**config.mk**
```make
export PLATFORM = sky130hd
export DESIGN_NAME = phase_angle_dimmer_core_flat
export DESIGN_NICKNAME = d
export VERILOG_FILES = /design/src/rtl/pad_pkg.sv /design/src/rtl/pad_if.sv /design/src/rtl/phase_angle_dimmer_core.sv /design/src/flat_wrapper.sv
export SDC_FILE = /design/constraint.sdc
export NUM_CORES = 1
export LEC_CHECK = 0
export BUFFER_PORTS_ARGS = -buffer_cell sky130_fd_sc_hd__buf_2
export CAP_MARGIN = 10
export CORE_ASPECT_RATIO = 0.7
export CORE_MARGIN = 2
export CORE_UTILIZATION = 45
export CTS_CLUSTER_DIAMETER = 100
export DETAILED_ROUTE_END_ITERATION = 12
export PLACE_DENSITY = 0.58
export SLEW_MARGIN = 10
export SYNTH_ARGS = -nofsm -noshare
export SYNTH_HDL_FRONTEND = slang
export SYNTH_SLANG_ARGS = --single-unit
export TNS_END_PERCENT = 50
```
**constraint.sdc**
```tcl
create_clock -name clk -period 9.7 [get_ports clk]
set_input_delay 0.485 -clock clk [delete_from_list [all_inputs] [get_ports clk]]
set_output_delay 0.485 -clock clk [all_outputs]
set_load 0.01 [all_outputs]
```
**src/rtl/pad_pkg.sv**
```systemverilog
// Package for the phase-angle dimmer: widths, codes, reset values and divider constants.
package pad_pkg;

	localparam int OP_W       = 2;
	localparam int PCT_W      = 7;
	localparam int LEVEL_W    = 8;
	localparam int DELAY_W    = 14;
	localparam int PULSE_W    = 10;
	localparam int CFG_IDX_W  = 3;
	localparam int CFG_DATA_W = 14;
	localparam int PROD_W     = LEVEL_W + DELAY_W;

	typedef enum logic [OP_W-1:0] {
		OP_US_TICK    = 2'd0,
		OP_ZERO_CROSS = 2'd1,
		OP_RAMP_TICK  = 2'd2,
		OP_SET_TARGET = 2'd3
	} op_t;

	typedef enum logic [CFG_IDX_W-1:0] {
		REG_RAMP_STEP     = 3'd0,
		REG_MAX_DELAY     = 3'd1,
		REG_MIN_DELAY     = 3'd2,
		REG_FULL_ON_DELAY = 3'd3,
		REG_SHORT_PULSE   = 3'd4,
		REG_LONG_PULSE    = 3'd5
	} cfg_reg_t;

	localparam logic [LEVEL_W-1:0] FULL_ON_LEVEL = 8'd196;
	localparam logic [PCT_W-1:0]   PCT_MAX       = 7'd100;
	localparam logic [DELAY_W-1:0] ELAPSED_MAX   = 14'd16383;

	// floor(p/196) = floor((p>>2)/49); /49 by reciprocal, exact for p >> 2 below 2^20
	localparam int RECIP_SHIFT = 26;
	localparam int RECIP_W     = 21;
	localparam logic [RECIP_W-1:0] RECIP_49 = 21'd1369569;

	localparam logic [LEVEL_W-1:0] RST_RAMP_STEP     = 8'd1;
	localparam logic [DELAY_W-1:0] RST_MAX_DELAY     = 14'd8500;
	localparam logic [DELAY_W-1:0] RST_MIN_DELAY     = 14'd250;
	localparam logic [DELAY_W-1:0] RST_FULL_ON_DELAY = 14'd100;
	localparam logic [PULSE_W-1:0] RST_SHORT_PULSE   = 10'd50;
	localparam logic [PULSE_W-1:0] RST_LONG_PULSE    = 10'd300;

endpackage

```
**src/rtl/pad_if.sv**
```systemverilog
// Stream interfaces for dimmer command beats and result beats.
interface pad_cmd_if;
	import pad_pkg::*;

	logic             valid;
	logic             ready;
	logic [OP_W-1:0]  operation;
	logic [PCT_W-1:0] target_percent;

	modport source (output valid, output operation, output target_percent, input ready);
	modport sink (input valid, input operation, input target_percent, output ready);
endinterface

interface pad_res_if;
	import pad_pkg::*;

	logic               valid;
	logic               ready;
	logic               gate;
	logic [LEVEL_W-1:0] level_half_percent;
	logic [DELAY_W-1:0] phase_delay_us;
	logic               full_on;

	modport source (output valid, output gate, output level_half_percent,
		output phase_delay_us, output full_on, input ready);
	modport sink (input valid, input gate, input level_half_percent,
		input phase_delay_us, input full_on, output ready);
endinterface

```
**src/rtl/phase_angle_dimmer_core.sv**
```systemverilog
// Phase-angle TRIAC dimmer core: ramped level, delay mapping and gate timing.
//
//  channel | dir | beat contents                                  | handshake
//  --------+-----+------------------------------------------------+-------------
//  cmd     | in  | operation, target_percent                      | valid/ready
//  res     | out | gate, level_half_percent, phase_delay_us, full | valid/ready
//  cfg_*   | in  | cfg_we, cfg_index, cfg_data                    | write enable
//
// One command beat is taken per clock while the pipe is not stalled; its single
// result beat passes four register stages, the first loaded on the accepting edge.
// Stage 1 sets the target and ramps the level, stage 2 multiplies level by the delay
// span, stage 3 divides by 196 (reciprocal multiply) and forms the delay, stage 4
// runs the crossing/countdown/pulse state and holds the result beat.
// The whole pipe stalls together while a result beat waits on res.ready.
// arst_n clears the valid bits, level, target and gate timing state and loads the register reset values.
module phase_angle_dimmer_core (
	input  logic                            clk,
	input  logic                            arst_n,
	pad_cmd_if.sink                         cmd,
	pad_res_if.source                       res,
	input  logic                            cfg_we,
	input  logic [pad_pkg::CFG_IDX_W-1:0]   cfg_index,
	input  logic [pad_pkg::CFG_DATA_W-1:0]  cfg_data
);
	import pad_pkg::*;

	// configuration registers
	logic [LEVEL_W-1:0] ramp_step_q;
	logic [DELAY_W-1:0] max_delay_q, min_delay_q, full_on_delay_q;
	logic [PULSE_W-1:0] short_pulse_q, long_pulse_q;

	always_ff @(posedge clk or negedge arst_n) begin
		if (!arst_n) begin
			ramp_step_q     <= RST_RAMP_STEP;
			max_delay_q     <= RST_MAX_DELAY;
			min_delay_q     <= RST_MIN_DELAY;
			full_on_delay_q <= RST_FULL_ON_DELAY;
			short_pulse_q   <= RST_SHORT_PULSE;
			long_pulse_q    <= RST_LONG_PULSE;
		end else if (cfg_we) begin
			case (cfg_reg_t'(cfg_index))
				REG_RAMP_STEP:     ramp_step_q     <= cfg_data[LEVEL_W-1:0];
				REG_MAX_DELAY:     max_delay_q     <= cfg_data[DELAY_W-1:0];
				REG_MIN_DELAY:     min_delay_q     <= cfg_data[DELAY_W-1:0];
				REG_FULL_ON_DELAY: full_on_delay_q <= cfg_data[DELAY_W-1:0];
				REG_SHORT_PULSE:   short_pulse_q   <= cfg_data[PULSE_W-1:0];
				REG_LONG_PULSE:    long_pulse_q    <= cfg_data[PULSE_W-1:0];
				default: ;
			endcase
		end
	end

	// pipe control: everything advances together unless the result is held
	logic v_s1, v_s2, v_s3, out_valid_q;
	logic en, take;

	assign en        = !out_valid_q || res.ready;
	assign cmd.ready = en;
	assign take      = cmd.valid && en;

	always_ff @(posedge clk or negedge arst_n) begin
		if (!arst_n) begin
			v_s1        <= 1'b0;
			v_s2        <= 1'b0;
			v_s3        <= 1'b0;
			out_valid_q <= 1'b0;
		end else if (en) begin
			v_s1        <= cmd.valid;
			v_s2        <= v_s1;
			v_s3        <= v_s2;
			out_valid_q <= v_s3;
		end
	end

	// stage 1: target and ramped level (state loop closes here)
	logic [LEVEL_W-1:0] level_q, target_q, level_d, target_d;
	logic [LEVEL_W-1:0] diff_c;
	logic [PCT_W-1:0]   pct_c;
	op_t                op_c;

	assign op_c = op_t'(cmd.operation);

	always_comb begin
		level_d  = level_q;
		target_d = target_q;
		pct_c    = (cmd.target_percent > PCT_MAX) ? PCT_MAX : cmd.target_percent;
		diff_c   = (target_q > level_q) ? (target_q - level_q) : (level_q - target_q);
		case (op_c)
			OP_SET_TARGET: target_d = {pct_c, 1'b0};
			OP_RAMP_TICK: begin
				if (level_q != target_q) begin
					if (ramp_step_q == '0 || diff_c <= ramp_step_q)
						level_d = target_q;
					else if (target_q > level_q)
						level_d = level_q + ramp_step_q;
					else
						level_d = level_q - ramp_step_q;
				end
			end
			default: ;
		endcase
	end

	always_ff @(posedge clk or negedge arst_n) begin
		if (!arst_n) begin
			level_q  <= '0;
			target_q <= '0;
		end else if (take) begin
			level_q  <= level_d;
			target_q <= target_d;
		end
	end

	op_t                op_s1, op_s2, op_s3;
	logic [LEVEL_W-1:0] level_s1, level_s2, level_s3;
	logic               full_s1, full_s2, full_s3;

	always_ff @(posedge clk) begin
		if (en) begin
			op_s1    <= op_c;
			level_s1 <= level_d;
			full_s1  <= (level_d >= FULL_ON_LEVEL);
		end
	end

	// stage 2: level times span; a reversed range gives span 0
	logic [DELAY_W-1:0] span_c;
	logic [PROD_W-1:0]  prod_s2;

	assign span_c = (max_delay_q >= min_delay_q) ? (max_delay_q - min_delay_q) : '0;

	always_ff @(posedge clk) begin
		if (en) begin
			op_s2    <= op_s1;
			level_s2 <= level_s1;
			full_s2  <= full_s1;
			prod_s2  <= PROD_W'(level_s1) * PROD_W'(span_c);
		end
	end

	// stage 3: divide by 196 and form the delay
	localparam int RP_W = PROD_W - 2 + RECIP_W;
	logic [RP_W-1:0]    recip_c;
	logic [DELAY_W-1:0] quot_c;
	logic [DELAY_W-1:0] delay_s3;

	assign recip_c = RP_W'(prod_s2[PROD_W-1:2]) * RP_W'(RECIP_49);
	assign quot_c  = recip_c[RECIP_SHIFT +: DELAY_W];

	always_ff @(posedge clk) begin
		if (en) begin
			op_s3    <= op_s2;
			level_s3 <= level_s2;
			full_s3  <= full_s2;
			delay_s3 <= full_s2 ? full_on_delay_q : (max_delay_q - quot_c);
		end
	end

	// stage 4: crossing latch, microsecond countdown and gate pulse
	logic               armed_q, armed_d;
	logic [DELAY_W-1:0] elapsed_q, elapsed_d, latched_delay_q, latched_delay_d;
	logic [PULSE_W-1:0] pulse_left_q, pulse_left_d;

	always_comb begin
		armed_d         = armed_q;
		elapsed_d       = elapsed_q;
		latched_delay_d = latched_delay_q;
		pulse_left_d    = pulse_left_q;
		if (v_s3) begin
			case (op_s3)
				OP_ZERO_CROSS: begin
					latched_delay_d = delay_s3;
					elapsed_d       = '0;
					armed_d         = 1'b1;
				end
				OP_US_TICK: begin
					if (pulse_left_q != '0)
						pulse_left_d = pulse_left_q - 1'b1;
					if (armed_q) begin
						if (elapsed_q < ELAPSED_MAX)
							elapsed_d = elapsed_q + 1'b1;
						// firing tick; a running pulse is retriggered
						if (elapsed_d >= latched_delay_q) begin
							armed_d      = 1'b0;
							pulse_left_d = full_s3 ? long_pulse_q : short_pulse_q;
						end
					end
				end
				default: ;
			endcase
		end
	end

	always_ff @(posedge clk or negedge arst_n) begin
		if (!arst_n) begin
			armed_q         <= 1'b0;
			elapsed_q       <= '0;
			latched_delay_q <= '0;
			pulse_left_q    <= '0;
		end else if (en) begin
			armed_q         <= armed_d;
			elapsed_q       <= elapsed_d;
			latched_delay_q <= latched_delay_d;
			pulse_left_q    <= pulse_left_d;
		end
	end

	// result beat register
	logic               gate_q, full_on_q;
	logic [LEVEL_W-1:0] res_level_q;
	logic [DELAY_W-1:0] res_delay_q;

	always_ff @(posedge clk) begin
		if (en) begin
			gate_q      <= (pulse_left_d != '0);
			res_level_q <= level_s3;
			res_delay_q <= delay_s3;
			full_on_q   <= full_s3;
		end
	end

	assign res.valid              = out_valid_q;
	assign res.gate               = gate_q;
	assign res.level_half_percent = res_level_q;
	assign res.phase_delay_us     = res_delay_q;
	assign res.full_on            = full_on_q;

endmodule
```
**src/flat_wrapper.sv**
```systemverilog
// flat-port wrapper written by rule: the top's interface ports become plain ports
module phase_angle_dimmer_core_flat import pad_pkg::*;
  (clk, arst_n, cfg_we, cfg_index, cfg_data, cmd_valid, cmd_operation, cmd_target_percent, cmd_ready, res_valid, res_gate, res_level_half_percent, res_phase_delay_us, res_full_on, res_ready);
  pad_cmd_if cmd_i ();
  pad_res_if res_i ();
  input  logic clk;
  input  logic arst_n;
  input  logic cfg_we;
  input  logic [pad_pkg::CFG_IDX_W-1:0] cfg_index;
  input  logic [pad_pkg::CFG_DATA_W-1:0] cfg_data;
  input wire logic [$bits(cmd_i.valid)-1:0] cmd_valid;
  input wire logic [$bits(cmd_i.operation)-1:0] cmd_operation;
  input wire logic [$bits(cmd_i.target_percent)-1:0] cmd_target_percent;
  output wire logic [$bits(cmd_i.ready)-1:0] cmd_ready;
  output wire logic [$bits(res_i.valid)-1:0] res_valid;
  output wire logic [$bits(res_i.gate)-1:0] res_gate;
  output wire logic [$bits(res_i.level_half_percent)-1:0] res_level_half_percent;
  output wire logic [$bits(res_i.phase_delay_us)-1:0] res_phase_delay_us;
  output wire logic [$bits(res_i.full_on)-1:0] res_full_on;
  input wire logic [$bits(res_i.ready)-1:0] res_ready;
  assign cmd_i.valid = cmd_valid;
  assign cmd_i.operation = cmd_operation;
  assign cmd_i.target_percent = cmd_target_percent;
  assign cmd_ready = cmd_i.ready;
  assign res_valid = res_i.valid;
  assign res_gate = res_i.gate;
  assign res_level_half_percent = res_i.level_half_percent;
  assign res_phase_delay_us = res_i.phase_delay_us;
  assign res_full_on = res_i.full_on;
  assign res_i.ready = res_ready;
  phase_angle_dimmer_core u_core (.clk(clk), .arst_n(arst_n), .cmd(cmd_i), .res(res_i), .cfg_we(cfg_we), .cfg_index(cfg_index), .cfg_data(cfg_data));
endmodule
```
Word level (Yosys, flattened, before mapping) --
Index checks and enable logic that the tools add are counted.
Cells by class: add/sub/neg operators 8, multiply operators 2, magnitude comparators 7, equality and inequality tests 10, multiplexer cells 23, reductions and logical operators 20
Operators with widths (number):
- $mux W14 | 7
- $mux W10 | 6
- $mul A20 B21 Y40 const B | 1
- $mux W8 | 5
- $ge A14 B14 Y1 | 2
- $pmux W14 S2 | 1
- $sub A14 B14 Y14 | 2
- $sub A8 B8 Y8 | 3
- $mul A8 B14 Y22 | 1
- $reduce_bool A10 Y1 | 2
- $add A14 B1 Y14 const B | 1
- $lt A14 B14 Y1 const B | 1
- $reduce_and A2 Y1 | 7
- $sub A10 B1 Y10 const B | 1
- $add A8 B8 Y8 | 1
- $ge A8 B8 Y1 const B | 1
- $gt A8 B8 Y1 | 1
- $le A8 B8 Y1 | 1
- $logic_not A8 Y1 | 1
- $ne A8 B8 Y1 | 1
- $gt A7 B7 Y1 const B | 1
- $mux W7 | 1
- $eq A3 B2 Y1 const B | 2
- $eq A3 B3 Y1 const B | 2
- 14 further kinds | 18
Word-level totals: register bits 221, input port bits 31, output and inout bits 26, logic and storage cells 101

Longest topological paths before layout --
Gate-level depths: netlist of run 1.
depth in word-level cells 11, depth in mapped cells 34, gate-level depth less buffers 34

Worst setup path before layout of run 1 --
Ideal clock, no wire load.
kind register to register, start register u_core.prod_s2[19], end register u_core.delay_s3[12] (data pin), setup time 0.268 ns, arrival 7.640 ns, required time 9.432 ns, slack 1.792 ns, stages on the path, launching flop included 30, buffers on the path 0, period minus slack after synthesis 7.908 ns, path through edfxtp_1 > fa_1 > inv_1 > fa_1 > fa_1 > inv_1 > fa_1 > fa_1 > fa_1 > ha_1 > ha_1 > a21oi_1 > nand2_1 > a221oi_1 > nor2b_1 > nand2b_1 > a21boi_0 > o21a_1 > or2_2 > ha_1 > a21o_1 > a21oi_1 > o21bai_1 > a21oi_1 > nor2b_1 > o21a_1 > o31a_1 > o41ai_1 > xor2_1 > o21ai_0
Between the ends: longest elaborated chain between the ends 3
RTL lines:
- start, declared | RTL line phase_angle_dimmer_core.sv:128 | logic [PROD_W-1:0] prod_s2;
- start signal, assigned | RTL line phase_angle_dimmer_core.sv:137 | prod_s2 <= PROD_W'(level_s1) * PROD_W'(span_c);
- $mul A20 B21 Y40 | RTL line phase_angle_dimmer_core.sv:147 | assign recip_c = RP_W'(prod_s2[PROD_W-1:2]) * RP_W'(RECIP_49);
- $sub A14 B14 Y14 | RTL line phase_angle_dimmer_core.sv:155 | delay_s3 <= full_s2 ? full_on_delay_q : (max_delay_q - quot_c);
- $mux W14 | RTL line phase_angle_dimmer_core.sv:155
- end signal, assigned | RTL line phase_angle_dimmer_core.sv:155
- end, declared | RTL line phase_angle_dimmer_core.sv:145 | logic [DELAY_W-1:0] delay_s3;
Every way passes these cells. A chain may end at the register's enable or synchronous reset.

Final worst setup path of run 1 --
start register u_core.prod_s2[10], end register u_core.delay_s3[12] (data pin)
The elaborated chain is that of the path after synthesis.

==> results of run 1 <==
-- cell usage in the layout (no fill, tap or decap), types with 8 or more instances in the layout --
cell type,synthesis,final
xor2_1,26,26
xnor2_1,54,54
ha_1,311,311
a21oi_1,52,52
dfstp_2,22,22
nor2_1,85,85
nand2b_1,16,15
mux2_2,81,81
edfxtp_1,91,91
buf_4,1,10
nand2_1,162,162
and3_1,16,16
a21o_1,26,26
nor3_1,40,39
clkbuf_16,0,25
or3_1,8,8
dfrtp_1,106,106
fa_1,204,204
buf_2,2,55
nand3_1,25,25
mux2i_1,19,19
nor2b_1,19,19
and2_1,44,44
nand4_1,16,16
o21a_1,12,12
a22o_1,13,13
inv_1,335,335
o21ai_0,88,88
-- critical path, delay by kind of cell, from the launching register on --
family                     cells  cell delay [ns]
xor gates and xnor gates       1             0.17
and+or+nand+nor                5             0.98
buffers and inverters          3             0.25
AOI/OAI and AO/OA             11             2.51
DFF                            1             0.57
adders and majority gates      9             4.12
-- cells in the mapped netlist (all sizes together), types with 31 or more instances --
library cell / number
a21oi: 53
and2: 44
clkbuf: 31
dfrtp: 106
edfxtp: 91
fa: 204
ha: 311
inv: 335
mux2: 81
nand2: 162
nor2: 86
nor3: 42
o21ai: 92
xnor2: 54
-- through the flow --
stage	cells	setup WS (ns)	area [sq um]
final	2682	0.8311	22930
after global routing	2682	0.2922	22930
after CTS	2682	0.8375	22930
after detailed placement	2640	0.8861	22040
after global placement	2640	1.017	22040
after floorplan	1999	1.792	21050
-- cells by family (layout without fill, tap and decap cells) --
kind of cell | Yosys count | in the layout
compound gates | 256 | 256
xor+xnor | 80 | 80
fa+ha+maj | 515 | 515
buf+inv | 371 | 442
flops | 219 | 219
mux | 100 | 100
simple gates | 458 | 458
-- per-layer routing --
metal  routed length [um]  track usage (%)
met1                26200            33.55
met2                19040            29.14
met3                 2898            4.135
met4                  541            2.713
met5                    0                0
-- area by class of cell --
| type | count | area [sq um] | share of cell area (%) |
|---|---|---|---|
| flip-flops and latches | 219 | 5963 | 26.00 |
| multi-input cells | 1409 | 13710 | 59.76 |
| inverters | 335 | 1257 | 5.483 |
| clock inverters | 15 | 237.7 | 1.037 |
| well taps | 612 | 765.7 | 3.339 |
| repair buffers | 65 | 350.3 | 1.528 |
| clock buffers | 27 | 653.1 | 2.848 |
-- sequential cells by signal, summed over array words and instances, names as in the netlist, 14 cells and up --
name	flops
u_core.prod_s2	20
u_core.res.phase_delay_us	14
u_core.latched_delay_q	14
u_core.delay_s3	14
u_core.min_delay_q	14
u_core.elapsed_q	14
u_core.full_on_delay_q	14
u_core.max_delay_q	14
-- final timing paths --
path | from | slack [ns] | end
min in group clk | cmd_operation[1] | 0.17 | u_core.op_s1[1]$_DFFE_PN_
worst max-delay path | u_core.prod_s2[10]$_DFFE_PN_ | 0.83 | u_core.delay_s3[12]$_DFFE_PN_
worst max register to register | u_core.prod_s2[10]$_DFFE_PN_ | 0.83 | u_core.delay_s3[12]$_DFFE_PN_
max in group asynchronous | arst_n | 8.27 | u_core.full_on_delay_q[7]$_DFFE_PN0P_
worst min-delay path | arst_n | 0.08 | u_core.v_s2$_DFFE_PN0N_
worst min register to register | u_core.level_s2[6]$_DFFE_PN_ | 0.42 | u_core.level_s3[6]$_DFFE_PN_
==> flow_summary.yaml, run 1 <==
cts:
  post_cts_buffers: 0
  clock_path_buffers: 3
  hold_buffers: 0
  cts-root-buf: "clkbuf_16"
  path_clk_slew_ns: 0.06
  tritoncts: "yes"
  cts_max_level: 1
  post_cts_resized: 0
  clock-sinks: 219
  cts_made_buffers: 23
  clock_latency_ns: 0.54
detailed_routing:
  drc_errors: 0
  dr.pass1.iters: 5
  via_count: 14100
  via_per_inst: 5.256
  wl_per_cell_um: 18.15
  antenna_left: 0
  drt_iter0_drc: 987
  drt-total-wl_mm: 48.68
synthesis:
  synth_edf_count: 91
  netlist_instances: 1999
  synth-main-ff-cell: "dfrtp_1"
  synth.area.top_cells: "fa_1 (19%), ha_1 (18%), edfxtp_1 (13%)"
  synth_compound_area_share_pct: 8.102
  synth_cell_types: 72
  synth_top_family_by_area: "adder cells"
  synth_fa_ha_area_share_pct: 37.89
  synth-seq-cells: 219
  yosys.area_share.xor_xnor_pct: 3.329
  yosysSeqAreaShare_pct: 28.33
  synth_area_sq_mm: 0.02105
  yosys_warnings: 0
  synth.avg_cell_area_sq_um: 10.53
  yosys.area.top_type: "fa_1"
  synthMuxAreaShare_pct: 5.237
  synthArstFlopShare_pct: 58.45
  synth_top_area_share_pct: 19.40
  syn-num-nets: 2545
  synth-simple-area-share_pct: 10.47
timing:
  hold_violations: 0
  min_period_ns: 8.869
  rsz0062_at_grt: "no"
  holdWs_ns: 0.08236
  worst_pin_slew_ns: 1.079
  finalCritPeriodShare_pct: 91.43
  tns_ns: 0
  finalClockSkew_ns: 0.01679
  drv_slew: 0
  finalSetupViolations: 0
  slew_headroom_pct: 27.19
  max_freq_mhz: 112.8
outcome:
  status: "finished clean"
die:
  dieArea_sq_mm: 0.04855
  die_h_um: 185.0
  core_area_sq_mm: 0.04633
  io_pins: 57
  die_x_um: 262.5
  start_util_pct: 45.44
  row_count: 66
global_route:
  antenna_found_initial: 0
  gr-total-overflow: 0
  grtUsageTotal_pct: 20.86
  grt_max_degree: 69
  grt_pass1_vias: 14300
  grt_pass1_wl_mm: 79.97
layout:
  nets: 2599
  drive_gt1_share_pct: 11.21
  area_delta_synth_final_pct: 8.945
  antenna_cells: 0
  final_util_pct: 49.50
  fill_cells: 4170
worst_setup_path:
  worstPathArrival_ns: 9.11
  r2r_cells: 29
  critPathMostFrequentCell: "fa_1"
  startpoint_type: "flip-flop"
  cp_slowest_cell: "fa_1"
  path_max_fanout: 8
  max_stage_delay_ns: 0.66
  cp-end-kind: "flip-flop"
  required_ns: 9.94
  crit_type: "reg -> reg"
placed_design:
  gp_congestion: 0.9303
  hpwl_mm: 39.46
  port_buffers: 56
run:
  maxCapViolCount: 0
hold_path:
  worstHoldPathType: "in -> async"
Power of run 1 is not shown: default switching activity piles up to over one toggle a cycle in this logic, so the estimate is an artifact.
==> inputs of run 2 (changes only) <==
Settings changed: PLACE_DENSITY 0.58 to 0.6.
Clock period 9.7 ns to 8 ns, I/O delays scaled along.
==> flow_summary.yaml, run 2 (synthesis results as in run 1) <==
layout:
  drive_gt1_share_pct: 17.23
  regMostFlops: "u_core.prod_s2"
  antenna_cells: 0
  nets: 2676
  area_delta_synth_final_pct: 13.17
  layout_common_cells: "inv_1 (325), ha_1 (289), fa_1 (196)"
  largest_reg_flops: 20
  final_common_cell: "inv_1"
  final_util_pct: 51.42
placed_design:
  hpwl_mm: 39.94
  port_buffers: 56
  gp_congestion: 0.9555
timing:
  finalSetupViolations: 0
  max_freq_mhz: 129.4
  hold_violations: 15
  worst_pin_slew_ns: 0.9790
  rsz0062_at_grt: "yes"
  drv_slew: 0
  min_period_ns: 7.727
  slew_headroom_pct: 34.39
  holdWs_ns: -0.02781
  finalCritPeriodShare_pct: 96.59
  finalClockSkew_ns: 0.01970
global_route:
  gr-total-overflow: 0
  grt_max_degree: 67
  grt_pass1_wl_mm: 81.10
  grt_pass1_vias: 14950
  grtUsageTotal_pct: 21.03
  antenna_found_initial: 0
die:
  row_count: 66
  die_h_um: 185.0
  io_pins: 57
  core_area_sq_mm: 0.04633
  dieArea_sq_mm: 0.04855
  die_x_um: 262.5
  start_util_pct: 45.44
detailed_routing:
  via_per_inst: 5.256
  drc_errors: 0
  drt-total-wl_mm: 49.71
  drt_iter0_drc: 927
  wl_per_cell_um: 18.02
  antenna_left: 0
  via_count: 14500
  dr.pass1.iters: 5
worst_setup_path:
  rrSetupSlack_ns: 0.27
  max_stage_delay_ns: 0.55
  r2r-end: "u_core.delay_s3[13]$_DFFE_PN_"
  path_max_fanout: 3
  cp-end-kind: "flip-flop"
  cp_slowest_cell: "fa_1"
  crit_type: "reg -> reg"
  r2r_cells: 31
  r2r_start: "u_core.prod_s2[10]$_DFFE_PN_"
  required_ns: 8.24
  startpoint_type: "flip-flop"
  worstPathArrival_ns: 7.97
run:
  maxCapViolCount: 0
cts:
  clock-sinks: 219
  path_clk_slew_ns: 0.06
  cts-root-buf: "clkbuf_16"
  clock_latency_ns: 0.53
  cts_made_buffers: 23
  clock_path_buffers: 3
  cts_max_level: 1
  tritoncts: "yes"
hold_path:
  worstHoldPathType: "in -> async"
outcome:
  status: "finished with violations"
  violations: "hold timing"
==> run 2: cell types whose count changed in the layout (fill, tap and decap cells not counted), moves of 4 or more <==
| cell | previous run | this run |
|---|---|---|
| buf_4 | 10 | 83 |
| ha_1 | 311 | 289 |
| ha_4 | 0 | 16 |
| inv_1 | 335 | 325 |
| inv_2 | 0 | 9 |
| fa_1 | 204 | 196 |
| fa_2 | 0 | 8 |
| ha_2 | 0 | 6 |
| a21oi_1 | 52 | 47 |
| a21oi_2 | 1 | 6 |
| bufinv_16 | 6 | 1 |
| o21ai_0 | 88 | 83 |
| buf_6 | 0 | 4 |
| clkbuf_1 | 0 | 4 |
==> run 2: repair_timing <==
action	CTS	global route
pin swaps	13	67
setup endpoints to repair	4	6
hold buffers	0	0
buffers inserted	0	9
gates cloned	0	0
resized for setup	10	71
==> run 2: critical path: cells and delay by family (launching register included) <==
family	cells	cell delay (ns)
adder cells (fa/ha/maj)	9	3.10
AO/OA/AOI/OAI	10	2.30
buffers and inverters	7	0.69
AND/OR/NAND/NOR	3	0.63
flip-flops	1	0.42
XOR/XNOR	2	0.28
==> run 2: layout make-up <==
type | count | area [sq um]
Fill cell | 4108 | 22510
Multi-Input combinational cell | 1409 | 14080
Sequential cell | 219 | 5963
Inverter | 335 | 1260
Timing Repair Buffer | 142 | 943.4
Tap cell | 612 | 765.7
Clock buffer | 35 | 745.7
Clock inverter | 7 | 67.56
==> run 2: per-layer routing <==
| metal | GRT usage, % | share of wire (%) | vias up | wire length (um) |
|---|---|---|---|---|
| met5 | 0 | 0 | - | 0 |
| met4 | 2.598 | 1.2 | 0 | 581 |
| met3 | 3.909 | 6.1 | 40 | 3050 |
| met2 | 29.85 | 40 | 346 | 19810 |
| met1 | 33.67 | 53 | 7157 | 26270 |
| li1 | - | - | 6957 | - |
==> run 2: worst max-delay path by stage <==
stage / cells past startpoint / startpoint / slack (ns) / end
2_1_floorplan: 29 / u_core.prod_s2[19]$_DFFE_PN_ / 0.09 / u_core.delay_s3[12]$_DFFE_PN_
3_3_place_gp: 32 / u_core.prod_s2[7]$_DFFE_PN_ / -0.08 / u_core.delay_s3[12]$_DFFE_PN_
3_5_place_dp: 33 / u_core.prod_s2[10]$_DFFE_PN_ / -0.22 / u_core.delay_s3[12]$_DFFE_PN_
4_1_cts: 35 / u_core.prod_s2[12]$_DFFE_PN_ / 0.01 / u_core.delay_s3[12]$_DFFE_PN_
5_1_grt: 30 / u_core.prod_s2[10]$_DFFE_PN_ / -0.05 / u_core.delay_s3[12]$_DFFE_PN_
6_report: 31 / u_core.prod_s2[10]$_DFFE_PN_ / 0.27 / u_core.delay_s3[13]$_DFFE_PN_
==> run 2: metrics by stage <==
step / setup TNS (ns) / worst slack, ns / hold WS (ns) / std cells / cell area [sq um]
3_3_place_gp: -0.08053 / -0.08053 / 0.4014 / 2709 / 22560
3_5_place_dp: -0.3394 / -0.2167 / 0.4045 / 2709 / 22560
2_1_floorplan: 0 / 0.09208 / 0.1044 / 1999 / 21050
6_report: 0 / 0.2730 / -0.02781 / 2759 / 23820
5_1_grt: -0.07723 / -0.05380 / 0.03083 / 2759 / 23820
4_1_cts: 0 / 0.01344 / 0.007464 / 2751 / 23440
Power of run 2 is left out for the same reason.
